<file path="config.mk">
export PLATFORM = sky130hd
export DESIGN_NAME = tiled_texture_copy_encoder
export DESIGN_NICKNAME = d
export VERILOG_FILES = /design/src/rtl/ttce_pkg.sv /design/src/rtl/tiled_texture_copy_encoder.sv /design/src/rtl/ttce_front.sv /design/src/rtl/ttce_queue.sv /design/src/rtl/ttce_back.sv
export SDC_FILE = /design/constraint.sdc
export NUM_CORES = 2
export LEC_CHECK = 0
export BUFFER_PORTS_ARGS = -buffer_cell sky130_fd_sc_hd__buf_2
export CAP_MARGIN = 0
export CORE_MARGIN = 3
export CORE_UTILIZATION = 31
export DETAILED_ROUTE_END_ITERATION = 8
export GPL_TIMING_DRIVEN = 0
export SLEW_MARGIN = 20
export SYNTH_ARGS = -nofsm -noshare
export SYNTH_HDL_FRONTEND = slang
export SYNTH_SLANG_ARGS = --single-unit
export TNS_END_PERCENT = 20
</file>
<file path="constraint.sdc">
create_clock -name clk -period 15.05 [get_ports clk]
set_input_delay 2.2575 -clock clk [delete_from_list [all_inputs] [get_ports clk]]
set_output_delay 2.2575 -clock clk [all_outputs]
set_load 0.005 [all_outputs]
</file>
<file path="src/rtl/ttce_pkg.sv">
// Shared types, constants and pixel encoders for the tiled texture copy encoder.
package ttce_pkg;

    localparam int unsigned ADDR_W  = 32;
    localparam int unsigned DATA_W  = 16;
    localparam int unsigned COORD_W = 10;
    localparam int unsigned ARGB_W  = 32;
    localparam int unsigned STRIDE_W = 20;
    localparam int unsigned FMT_W   = 4;
    localparam int unsigned IDX_W   = 3;
    localparam int unsigned PROD_W  = 28;
    localparam int unsigned OFF_W   = 14;

    localparam int unsigned BUF_WIDTH  = 640;
    localparam int unsigned BUF_HEIGHT = 528;
    localparam logic [COORD_W:0] BUF_W_LIM = (COORD_W + 1)'(BUF_WIDTH);
    localparam logic [COORD_W:0] BUF_H_LIM = (COORD_W + 1)'(BUF_HEIGHT);

    localparam int unsigned QDEPTH = 8;
    localparam int unsigned QPTR_W = $clog2(QDEPTH);
    localparam int unsigned QCNT_W = $clog2(QDEPTH + 1);

    localparam logic [ADDR_W-1:0] PAIR_GAP = ADDR_W'(32);

    // register indexes
    localparam logic [IDX_W-1:0] REG_DEST_ADDR   = 3'd0;
    localparam logic [IDX_W-1:0] REG_ROW_STRIDE  = 3'd1;
    localparam logic [IDX_W-1:0] REG_RECT_WIDTH  = 3'd2;
    localparam logic [IDX_W-1:0] REG_RECT_HEIGHT = 3'd3;
    localparam logic [IDX_W-1:0] REG_TEX_FORMAT  = 3'd4;
    localparam logic [IDX_W-1:0] REG_SRC_X       = 3'd5;
    localparam logic [IDX_W-1:0] REG_SRC_Y       = 3'd6;

    localparam logic [STRIDE_W-1:0] ROW_STRIDE_RST = STRIDE_W'(1280);

    // texture format codes
    localparam logic [FMT_W-1:0] FMT_I4     = 4'h0;
    localparam logic [FMT_W-1:0] FMT_I8     = 4'h1;
    localparam logic [FMT_W-1:0] FMT_IA4    = 4'h2;
    localparam logic [FMT_W-1:0] FMT_IA8    = 4'h3;
    localparam logic [FMT_W-1:0] FMT_RGB565 = 4'h4;
    localparam logic [FMT_W-1:0] FMT_RGB5A3 = 4'h5;
    localparam logic [FMT_W-1:0] FMT_RGBA8  = 4'h6;
    localparam logic [FMT_W-1:0] FMT_R8     = 4'h8;
    localparam logic [FMT_W-1:0] FMT_G8     = 4'h9;
    localparam logic [FMT_W-1:0] FMT_B8     = 4'hA;
    localparam logic [FMT_W-1:0] FMT_RG8    = 4'hB;
    localparam logic [FMT_W-1:0] FMT_GB8    = 4'hC;

    typedef struct packed {
        logic [ADDR_W-1:0]   dest_addr;
        logic [STRIDE_W-1:0] row_stride;
        logic [COORD_W-1:0]  rect_width;
        logic [COORD_W-1:0]  rect_height;
        logic [FMT_W-1:0]    tex_format;
        logic [COORD_W-1:0]  src_x;
        logic [COORD_W-1:0]  src_y;
    } cfg_t;

    typedef struct packed {
        logic [ADDR_W-1:0] addr;
        logic [DATA_W-1:0] data0;
        logic [DATA_W-1:0] data1;
        logic              two;
        logic              pair;
    } entry_t;

    typedef struct packed {
        logic   push;
        logic   drop;
        entry_t entry;
    } front_out_t;

    function automatic logic [7:0] luma(input logic [7:0] r, input logic [7:0] g,
                                        input logic [7:0] b);
        logic [15:0] sum;
        sum = {8'b0, r} * 16'd77 + {8'b0, g} * 16'd151 + {8'b0, b} * 16'd28;
        return sum[15:8];
    endfunction

    function automatic logic [DATA_W-1:0] encode16(input logic [FMT_W-1:0] fmt,
                                                   input logic [ARGB_W-1:0] argb);
        logic [7:0] a;
        logic [7:0] r;
        logic [7:0] g;
        logic [7:0] b;
        logic [DATA_W-1:0] v;
        a = argb[31:24];
        r = argb[23:16];
        g = argb[15:8];
        b = argb[7:0];
        unique case (fmt)
            FMT_RGB565: v = {r[7:3], g[7:2], b[7:3]};
            FMT_RGB5A3:
            begin
                if (a >= 8'hE0)
                    v = {1'b1, r[7:3], g[7:3], b[7:3]};
                else
                    v = {1'b0, a[7:5], r[7:4], g[7:4], b[7:4]};
            end
            FMT_RG8: v = {r, g};
            FMT_GB8: v = {g, b};
            default: v = {a, luma(r, g, b)};
        endcase
        return v;
    endfunction

endpackage

</file>
<file path="src/rtl/tiled_texture_copy_encoder.sv">
// With an empty queue the first write goes through the front-end stage register, the queue and
// the back-end output register; the RGBA8 second write follows from the pending register.
// Throughput: one write per cycle from the back end while requests are queued; one pixel per
// cycle for one-write formats while not busy; RGBA8 takes two writes on the single port.
// busy rises when all 8 queue slots are reserved; strobe cannot be held off by the receiver.
// Reset clears the queue, the pipeline and the slot count, and sets the registers to defaults.
module tiled_texture_copy_encoder (
    input  logic                         clk,
    input  logic                         rst_n,
    input  logic                         start,
    output logic                         busy,
    input  logic [ttce_pkg::COORD_W-1:0] pix_x,
    input  logic [ttce_pkg::COORD_W-1:0] pix_y,
    input  logic [ttce_pkg::ARGB_W-1:0]  pixel_argb,
    input  logic                         cfg_we,
    input  logic [ttce_pkg::IDX_W-1:0]   cfg_index,
    input  logic [ttce_pkg::ADDR_W-1:0]  cfg_data,
    output logic                         strobe,
    output logic [ttce_pkg::ADDR_W-1:0]  write_addr,
    output logic [ttce_pkg::DATA_W-1:0]  write_data,
    output logic                         two_bytes,
    output logic                         last
);
    import ttce_pkg::*;

    cfg_t              cfg_reg;
    logic [QCNT_W-1:0] used_reg;
    logic [QCNT_W-1:0] used_next;
    logic              accept;
    front_out_t        fo;
    entry_t            head;
    logic              empty;
    logic              full;
    logic              pop;

    always_ff @(posedge clk or negedge rst_n)
    begin
        if (!rst_n)
        begin
            cfg_reg.dest_addr   <= '0;
            cfg_reg.row_stride  <= ROW_STRIDE_RST;
            cfg_reg.rect_width  <= '0;
            cfg_reg.rect_height <= '0;
            cfg_reg.tex_format  <= FMT_I4;
            cfg_reg.src_x       <= '0;
            cfg_reg.src_y       <= '0;
        end
        else if (cfg_we)
        begin
            unique case (cfg_index)
                REG_DEST_ADDR:   cfg_reg.dest_addr   <= cfg_data;
                REG_ROW_STRIDE:  cfg_reg.row_stride  <= cfg_data[STRIDE_W-1:0];
                REG_RECT_WIDTH:  cfg_reg.rect_width  <= cfg_data[COORD_W-1:0];
                REG_RECT_HEIGHT: cfg_reg.rect_height <= cfg_data[COORD_W-1:0];
                REG_TEX_FORMAT:  cfg_reg.tex_format  <= cfg_data[FMT_W-1:0];
                REG_SRC_X:       cfg_reg.src_x       <= cfg_data[COORD_W-1:0];
                REG_SRC_Y:       cfg_reg.src_y       <= cfg_data[COORD_W-1:0];
                default:         cfg_reg.src_y       <= cfg_reg.src_y;
            endcase
        end
    end

    // reserve a queue slot per accepted pixel; release on drop or pop
    always_comb
    begin
        busy      = (used_reg == QCNT_W'(QDEPTH));
        accept    = start && !busy;
        used_next = used_reg + QCNT_W'(accept) - QCNT_W'(fo.drop) - QCNT_W'(pop);
    end

    always_ff @(posedge clk or negedge rst_n)
    begin
        if (!rst_n)
            used_reg <= '0;
        else
            used_reg <= used_next;
    end

    ttce_front u_front (
        .clk        (clk),
        .rst_n      (rst_n),
        .accept     (accept),
        .pix_x      (pix_x),
        .pix_y      (pix_y),
        .pixel_argb (pixel_argb),
        .cfg        (cfg_reg),
        .fo         (fo)
    );

    ttce_queue u_queue (
        .clk   (clk),
        .rst_n (rst_n),
        .push  (fo.push),
        .din   (fo.entry),
        .pop   (pop),
        .head  (head),
        .empty (empty),
        .full  (full)
    );

    ttce_back u_back (
        .clk        (clk),
        .rst_n      (rst_n),
        .head       (head),
        .empty      (empty),
        .pop        (pop),
        .strobe     (strobe),
        .write_addr (write_addr),
        .write_data (write_data),
        .two_bytes  (two_bytes),
        .last       (last)
    );

`ifndef NO_ASSERTIONS
    a_used_bound: assert property (@(posedge clk) disable iff (!rst_n)
        used_reg <= QCNT_W'(QDEPTH))
        else $error("slot count above queue depth");

    a_no_overflow: assert property (@(posedge clk) disable iff (!rst_n)
        !(fo.push && full && !pop))
        else $error("push into full queue");

    a_push_drop: assert property (@(posedge clk) disable iff (!rst_n)
        !(fo.push && fo.drop))
        else $error("pixel both pushed and dropped");

    a_pair_follows: assert property (@(posedge clk) disable iff (!rst_n)
        strobe && !last |=> strobe && last && two_bytes)
        else $error("second half of pair missing");

    a_single_byte: assert property (@(posedge clk) disable iff (!rst_n)
        strobe && !two_bytes |-> write_data[15:8] == 8'h00)
        else $error("single-byte write with high byte set");
`endif

endmodule

</file>
<file path="src/rtl/ttce_front.sv">
// Front end: checks a pixel, encodes it and forms its tiled address.
module ttce_front (
    input  logic                        clk,
    input  logic                        rst_n,
    input  logic                        accept,
    input  logic [ttce_pkg::COORD_W-1:0] pix_x,
    input  logic [ttce_pkg::COORD_W-1:0] pix_y,
    input  logic [ttce_pkg::ARGB_W-1:0]  pixel_argb,
    input  ttce_pkg::cfg_t              cfg,
    output ttce_pkg::front_out_t        fo
);
    import ttce_pkg::*;

    logic                narrow;
    logic                rgba;
    logic                in_range;
    logic [COORD_W:0]    buf_x;
    logic [COORD_W:0]    buf_y;
    logic [7:0]          tiles8;
    logic [8:0]          tiles4;
    logic [STRIDE_W-1:0] row_bytes;
    logic [OFF_W-1:0]    off;
    logic [7:0]          narrow_val;
    logic [DATA_W-1:0]   data0;
    logic [DATA_W-1:0]   data1;
    logic [COORD_W:0]    cw_pad8;
    logic [COORD_W:0]    cw_pad4;

    logic                s1_valid_reg;
    logic                s1_keep_reg;
    logic [PROD_W-1:0]   s1_prod_reg;
    logic [OFF_W-1:0]    s1_off_reg;
    logic [DATA_W-1:0]   s1_data0_reg;
    logic [DATA_W-1:0]   s1_data1_reg;
    logic                s1_two_reg;
    logic                s1_pair_reg;

    always_comb
    begin
        narrow = (cfg.tex_format == FMT_I8) || (cfg.tex_format == FMT_IA4) ||
                 (cfg.tex_format == FMT_R8) || (cfg.tex_format == FMT_G8) ||
                 (cfg.tex_format == FMT_B8);
        rgba = (cfg.tex_format == FMT_RGBA8);

        buf_x = {1'b0, cfg.src_x} + {1'b0, pix_x};
        buf_y = {1'b0, cfg.src_y} + {1'b0, pix_y};
        in_range = (cfg.dest_addr != '0) && (cfg.tex_format != FMT_I4) &&
                   (pix_x < cfg.rect_width) && (pix_y < cfg.rect_height) &&
                   (buf_x < BUF_W_LIM) && (buf_y < BUF_H_LIM);

        // row_stride if nonzero, else packed tile row length from the rounded-up tile count
        cw_pad8 = {1'b0, cfg.rect_width} + (COORD_W + 1)'(7);
        cw_pad4 = {1'b0, cfg.rect_width} + (COORD_W + 1)'(3);
        tiles8 = cw_pad8[COORD_W:3];
        tiles4 = cw_pad4[COORD_W:2];
        priority if (cfg.row_stride != '0)
            row_bytes = cfg.row_stride;
        else if (narrow)
            row_bytes = STRIDE_W'({tiles8, 5'b0});
        else if (rgba)
            row_bytes = STRIDE_W'({tiles4, 6'b0});
        else
            row_bytes = STRIDE_W'({tiles4, 5'b0});

        // tile base within the row plus texel offset within the tile
        priority if (narrow)
            off = OFF_W'({pix_x[9:3], pix_y[1:0], pix_x[2:0]});
        else if (rgba)
            off = {pix_x[9:2], 1'b0, pix_y[1:0], pix_x[1:0], 1'b0};
        else
            off = OFF_W'({pix_x[9:2], pix_y[1:0], pix_x[1:0], 1'b0});

        unique case (cfg.tex_format)
            FMT_R8:  narrow_val = pixel_argb[23:16];
            FMT_G8:  narrow_val = pixel_argb[15:8];
            FMT_B8:  narrow_val = pixel_argb[7:0];
            default: narrow_val = luma(pixel_argb[23:16], pixel_argb[15:8], pixel_argb[7:0]);
        endcase

        priority if (narrow)
            data0 = {8'b0, narrow_val};
        else if (rgba)
            data0 = pixel_argb[31:16];
        else
            data0 = encode16(cfg.tex_format, pixel_argb);
        data1 = pixel_argb[15:0];
    end

    always_ff @(posedge clk or negedge rst_n)
    begin
        if (!rst_n)
        begin
            s1_valid_reg <= 1'b0;
        end
        else
        begin
            s1_valid_reg <= accept;
        end
    end

    always_ff @(posedge clk)
    begin
        if (accept)
        begin
            s1_keep_reg  <= in_range;
            s1_prod_reg  <= PROD_W'(pix_y[9:2]) * PROD_W'(row_bytes);
            s1_off_reg   <= off;
            s1_data0_reg <= data0;
            s1_data1_reg <= data1;
            s1_two_reg   <= !narrow;
            s1_pair_reg  <= rgba;
        end
    end

    always_comb
    begin
        fo.push        = s1_valid_reg && s1_keep_reg;
        fo.drop        = s1_valid_reg && !s1_keep_reg;
        fo.entry.addr  = cfg.dest_addr + ADDR_W'(s1_prod_reg) + ADDR_W'(s1_off_reg);
        fo.entry.data0 = s1_data0_reg;
        fo.entry.data1 = s1_data1_reg;
        fo.entry.two   = s1_two_reg;
        fo.entry.pair  = s1_pair_reg;
    end

endmodule

</file>
<file path="src/rtl/ttce_queue.sv">
// Short request queue between the front end and the write back end.
module ttce_queue (
    input  logic             clk,
    input  logic             rst_n,
    input  logic             push,
    input  ttce_pkg::entry_t din,
    input  logic             pop,
    output ttce_pkg::entry_t head,
    output logic             empty,
    output logic             full
);
    import ttce_pkg::*;

    entry_t            mem_reg [QDEPTH];
    logic [QPTR_W-1:0] wr_ptr_reg;
    logic [QPTR_W-1:0] rd_ptr_reg;
    logic [QCNT_W-1:0] cnt_reg;
    logic [QCNT_W-1:0] cnt_next;

    always_comb
    begin
        empty    = (cnt_reg == '0);
        full     = (cnt_reg == QCNT_W'(QDEPTH));
        head     = mem_reg[rd_ptr_reg];
        cnt_next = cnt_reg + QCNT_W'(push) - QCNT_W'(pop);
    end

    always_ff @(posedge clk or negedge rst_n)
    begin
        if (!rst_n)
        begin
            wr_ptr_reg <= '0;
            rd_ptr_reg <= '0;
            cnt_reg    <= '0;
        end
        else
        begin
            if (push)
                wr_ptr_reg <= wr_ptr_reg + QPTR_W'(1);
            if (pop)
                rd_ptr_reg <= rd_ptr_reg + QPTR_W'(1);
            cnt_reg <= cnt_next;
        end
    end

    always_ff @(posedge clk)
    begin
        if (push)
            mem_reg[wr_ptr_reg] <= din;
    end

endmodule

</file>
<file path="src/rtl/ttce_back.sv">
// Back end: drains queued requests and issues one write of one or two bytes per cycle.
module ttce_back (
    input  logic                        clk,
    input  logic                        rst_n,
    input  ttce_pkg::entry_t            head,
    input  logic                        empty,
    output logic                        pop,
    output logic                        strobe,
    output logic [ttce_pkg::ADDR_W-1:0] write_addr,
    output logic [ttce_pkg::DATA_W-1:0] write_data,
    output logic                        two_bytes,
    output logic                        last
);
    import ttce_pkg::*;

    logic              strobe_reg;
    logic              pend_reg;
    logic [ADDR_W-1:0] addr_reg;
    logic [DATA_W-1:0] data_reg;
    logic              two_reg;
    logic              last_reg;
    logic [ADDR_W-1:0] pend_addr_reg;
    logic [DATA_W-1:0] pend_data_reg;

    // hold the queue while the second half of a pair goes out
    assign pop = !pend_reg && !empty;

    always_ff @(posedge clk or negedge rst_n)
    begin
        if (!rst_n)
        begin
            strobe_reg <= 1'b0;
            pend_reg   <= 1'b0;
        end
        else
        begin
            strobe_reg <= pend_reg || !empty;
            if (pend_reg)
                pend_reg <= 1'b0;
            else if (!empty)
                pend_reg <= head.pair;
        end
    end

    always_ff @(posedge clk)
    begin
        if (pend_reg)
        begin
            addr_reg <= pend_addr_reg;
            data_reg <= pend_data_reg;
            two_reg  <= 1'b1;
            last_reg <= 1'b1;
        end
        else if (!empty)
        begin
            addr_reg      <= head.addr;
            data_reg      <= head.data0;
            two_reg       <= head.two;
            last_reg      <= !head.pair;
            pend_addr_reg <= head.addr + PAIR_GAP;
            pend_data_reg <= head.data1;
        end
    end

    assign strobe     = strobe_reg;
    assign write_addr = addr_reg;
    assign write_data = data_reg;
    assign two_bytes  = two_reg;
    assign last       = last_reg;

endmodule

</file>
**After elaboration in Yosys (flattened, before gate mapping)**

Memory sizes are Yosys's and may differ from the RTL's.
Index checks and enable logic that the tools add are counted.

- Logic and storage cells: 129
- Memories kept: 1
- Output and inout bits: 52
- Bits in writable memories: 528
- Bits in registers: 288

- Add/sub/neg operators: 16
- Reduce and logical (&&, ||, !) cells: 34
- Multipliers: 4
- Equal/unequal tests: 18
- Bitwise operators: 3
- $lt $le $gt $ge: 5
- Muxes and demuxes: 18

Memories:

| memory | depth | width | rd ports | clocked after memory_dff | wr ports | line | RTL |
|---|---|---|---|---|---|---|---|
| u_queue.mem_reg | 8 | 66 | 1 | 0 | 1 | ttce_queue.sv:14 | `entry_t mem_reg [QDEPTH];` |

Operators with widths:

| operator | number |
|---|---|
| 16-bit 2-to-1 mux | 4 |
| 32-bit 2-to-1 mux | 2 |
| 16-bit case mux with 4 select lines | 1 |
| 20-bit 2-to-1 mux | 2 |
| 32-bit by 14-bit adder with 32-bit output | 1 |
| 32-bit by 28-bit adder with 32-bit output | 1 |
| 32-bit by 6-bit adder with 32-bit output, second input constant | 1 |
| 32-bit nonzero test | 1 |
| 8-bit by 20-bit multiplier with 28-bit output | 1 |
| 4-bit == test, second input constant | 6 |
| 8-bit case mux with 3 select lines | 1 |
| 10-bit by 10-bit adder with 11-bit output | 2 |
| 11-bit by 10-bit < comparator with 1-bit output, second input constant | 2 |
| 10-bit < comparator | 2 |
| 20-bit nonzero test | 1 |
| 15-bit by 16-bit adder with 16-bit output | 1 |
| 16-bit by 13-bit adder with 16-bit output | 1 |
| 8-bit by 8-bit multiplier with 16-bit output, second input constant | 1 |
| 2-bit AND reduction | 8 |
| 8-bit by 7-bit multiplier with 15-bit output, second input constant | 1 |
| 15-bit 2-to-1 mux | 1 |
| 13-bit 2-to-1 mux | 1 |
| 4-bit by 3-bit == test with 1-bit output, second input constant | 3 |
| 12-bit 2-to-1 mux | 1 |
| 23 further kinds | 52 |

**Depth between registers and ports, before layout**

- Depth in word-level cells: 8
- Gate-level depth with buffers: 27

**Cells and area by module**

A second synthesis with hierarchy kept.

- Cells, all modules: 2,943
- Area total of the unflattened synthesis: 43,446.7 µm²

Modules (own cells, without submodules):

| module | instances | area each (µm²) | cells each |
|---|---|---|---|
| ttce_queue | 1 | 20,354.5 | 817 |
| ttce_front | 1 | 15,143.3 | 1,664 |
| ttce_back | 1 | 4,058.9 | 233 |
| tiled_texture_copy_encoder | 1 | 3,890.0 | 229 |

**Least setup slack after synthesis**

No wires, ideal clock.

- Path kind: input port to flip-flop
- From: in pixel_argb[13] (netlist name)
- To: reg u_front.s1_data0_reg[7] (data pin)
- Data arrival time: 7.260 ns
- Path slack: 7.526 ns
- Stages: 20
- Required time: 14.786 ns
- Path buffers: 0
- Path through: fa_1 -> inv_1 -> fa_1 -> inv_1 -> ha_1 -> fa_1 -> inv_1 -> fa_1 -> inv_1 -> fa_1 -> ha_1 -> a2111oi_0 -> o21ai_0 -> a31oi_1 -> o21bai_1 -> a31o_2 -> o41a_1 -> xnor2_1 -> a21oi_1 -> o21ai_0

- Word-level cells in the longest chain between the ends: 6

Ends and longest elaborated chain:

| what | line | RTL |
|---|---|---|
| start, declared | tiled_texture_copy_encoder.sv:14 | `input logic [ttce_pkg::ARGB_W-1:0] pixel_argb,` |
| 8-bit by 8-bit multiplier with 16-bit output | ttce_pkg.sv:77 | `sum = {8'b0, r} * 16'd77 + {8'b0, g} * 16'd151 + {8'b0, b} * 16'd28;` |
| 15-bit by 16-bit adder with 16-bit output | ttce_pkg.sv:77 |  |
| 16-bit by 13-bit adder with 16-bit output | ttce_pkg.sv:77 |  |
| 16-bit case mux with 4 select lines | ttce_pkg.sv:92 | `unique case (fmt)` |
| 16-bit 2-to-1 mux | ttce_front.sv:82 | `else if (rgba)` |
| 8-bit 2-to-1 mux (*) | ttce_front.sv:80 | `priority if (narrow)` |
| via u_front.data0[7] | ttce_front.sv:24 | `logic [DATA_W-1:0] data0;` |
| end signal, assigned | ttce_front.sv:108 | `s1_data0_reg <= data0;` |
| end, declared | ttce_front.sv:33 | `logic [DATA_W-1:0] s1_data0_reg;` |

The timed path passes the listed nets; every way through them passes the cells marked *.
A chain may end at the register's enable or synchronous reset.

**Final worst setup path**

Ends and elaborated chain as after synthesis.

==> run metrics <==
Yosys top cell area share=48.7%; commonest non-fill, non-tap cell in the layout=edfxtp_1; proportion of synthesized area in mux cells=around an eighth; R2R depth=22; Final ANT Viol Nets=0; clk_lat worst skew=about 0.66 ns; GRT Util Overall=14.9%; Max H-tree Level=3; R2R Path End=u_front.s1_prod_reg[27]; final hold violations=0; Setup crit start=pixel_argb[13]; 1st-iter DRT viols=between 1500 and 2000; cts hold-fix bufs=0; RePlAce Congestion=roughly 0.89; Primary FF master, synth=edfxtp_1; register area share after synthesis=approximately 55%; Synth async-reset ratio=around 14%; Synth Area in Compound Gates=under 10%; Overflow after GRT=0; peak fanout along the critical path=11; status=finished clean; Synth Instances=between 2000 and 3000; WS Path Type=in -> reg; synthesized flop and latch total=about 820; DR DRC count=0; Max Fclk=roughly 120 MHz; YS warnings=0; CTS Buf Count=85; IO Count=around 140; RSZ-0062 raised after global routing=no; wire length of the first global-routing pass=162000 µm; Cell Rows=~140; largest cells by area after synthesis=edfxtp_1, fa_1, dfrtp_1; Hold Crit Depth=2; peak supply drop=roughly 120 µV; fin nets=approximately 3700; LEAKAGE=between 15 and 20 nW; Post-Route WL=106000 µm; Netlist cell types=between 80 and 90; clock root cell=clkbuf_16; RR Startpoint=cfg_reg[20]; Pwr Total=around 11 mW; Period minus WS final=8.06 ns; EDFF count, synth=701; CORE AREA=around 140000 µm²; Pre-Repair DR Iteration Count=6; syn nets=3436; via count=about 25000; Clock transition at path regs=roughly 0.06 ns; final std cells w/o fill=about 5000; Layout area overhead=15.3%; reg2reg setup slack=7.21 ns; # Post-CTS Setup Buffers=0; Power Density=between 200 and 250 nW/µm²; fraction of layout cells with a size suffix above 1=a little under a fifth; pin count of the biggest net entering global routing=85; Final setup viols=0; Initial Utilization=31.3%; Tightest Pin Transition=1.10 ns; Worst Hold End=u_back.last; simple logic cell fraction of the synthesized area=between 6 and 7%; hold crit path type=reg -> reg; Data required, critical path=around 15 ns; Final TNS setup=0 ns; pins over their slew limit=0; TritonCTS Sinks=around 800; Place WS=about 6.4 ns; final core utilization=36.1%; dpl hpwl=78400 µm; post-CTS sizing=0; min-delay src=u_back.last; Die X=between 300 and 400 µm; placed cells=approximately 4900; CTS tree=yes; Mapped Area=between 40000 and 50000 µm²; critical path launch point type=primary input; Max-slew headroom=26.4%; Final WS setup=roughly 7 ns; # port buffers=between 100 and 150; die area=144000 µm²; post-synthesis xor/xnor area fraction=around 2%; max reg flops=about 530; number of global-route vias before repair=25800; main combinational cell family by area after synthesis=adder cells; Synth area leader=edfxtp_1; syn avg cell area=14.7 µm²; initial antenna violation count=10; routed vias/inst=approximately 4.9; highest-count cells in the layout ignoring fill and taps=edfxtp_1, inv_1, ha_1; fin crit share=between 50% and 60%; Post-Synth Adder-Cell Area=14.9%; Die Y-Extent=379 µm; clk_skew=between 0.03 and 0.04 ns; Max-cap violations=0; DR WL/cell=20.8 µm; clk buf depth=3; critical path endpoint category=flop; CP Data Arrival Time=around 8.4 ns
==> routing by layer <==
metal	vias up	part of all wire (%)	GRT usage, %
li1	11400	-	-
met1	12600	44	20.0
met2	686	48	24.7
met3	173	4.7	1.92
met4	2	3.0	5.31
met5	-	0.016	0
==> critical path, cell delays in order <==
cell and delay, ns:
buf_2 0.24, fa_1 0.58, inv_1 0.06, fa_1 0.50, inv_1 0.04, ha_1 0.31
fa_1 0.54, inv_1 0.05, fa_1 0.52, inv_1 0.05, fa_1 0.47, ha_1 0.22
a2111oi_0 0.36, o21ai_0 0.21, a31oi_1 0.32, o21bai_1 0.20, a31o_2 0.30, o41a_1 0.32
xnor2_1 0.22, a21oi_1 0.09, o21ai_0 0.54
==> Yosys cell counts, types with 5 or more instances <==
cell type,instances
xor2_1,28
buf_1,12
a31oi_1,13
a2111oi_0,5
edfxtp_1,701
o31ai_1,5
and2_1,83
nand3_1,37
a22oi_1,10
a211oi_1,7
nor2b_1,68
mux4_2,110
mux4_1,22
nand2_1,150
inv_1,283
nor3_1,21
nor4_1,16
a21oi_1,105
nor2_1,79
o22ai_1,24
nand2b_1,27
o21bai_1,13
and3_1,8
a221o_1,7
fa_1,188
o211ai_1,8
o21ai_0,99
mux2i_1,51
nand4_1,6
xnor2_1,71
a21o_1,33
nor3b_1,6
ha_1,213
nand4b_1,7
o21a_1,14
mux2_2,149
buf_2,15
dfrtp_1,111
clkbuf_1,62
==> kinds of logic after synthesis <==
family	Yosys count
XOR/XNOR	99
buffers and inverters	384
flip-flops	816
adder cells (fa/ha/maj)	401
AND/OR/NAND/NOR	527
AO/OA/AOI/OAI	383
multiplexers	334
==> per-stage QoR <==
step	hold slack, ns	instance area (µm²)
2_1_floorplan	0.465	43200
3_3_place_gp	0.447	46100
3_5_place_dp	0.457	47100
4_1_cts	0.473	49800
5_1_grt	0.509	49800
6_report	0.466	49800
==> cell type report <==
cell class                 instances  area, µm²
antenna                            4       10.0
buffer                           101        497
clock buffer                     109       2250
clock inverter                    48        398
fill                           13100      88000
inverter                         283       1060
multi-input combinational       1744      17800
sequential                       816      23900
tap                             1794       2240
timing repair buffer             192       1610
==> power breakdown <==
part,internal [mW],leakage [nW],switching [mW],total [mW]
clock,1.12,1.27,0.881,2.00
combinational,2.28,9.84,3.17,5.44
sequential,3.53,7.88,0.220,3.75
==> how the worst max path moves through the flow <==
stage | end | slack [ns] | depth (start not counted)
6_report | u_front.s1_data0_reg[7] | 6.99 | 21
5_1_grt | u_front.s1_prod_reg[27] | 6.55 | 23
4_1_cts | u_front.s1_data0_reg[7] | 7.10 | 21
3_5_place_dp | u_front.s1_data0_reg[7] | 6.40 | 21
3_3_place_gp | u_queue.mem_reg[0][54] | 4.01 | 3
2_1_floorplan | u_front.s1_data0_reg[7] | 7.53 | 20
Note: power is estimated with default switching activity, not from simulation.
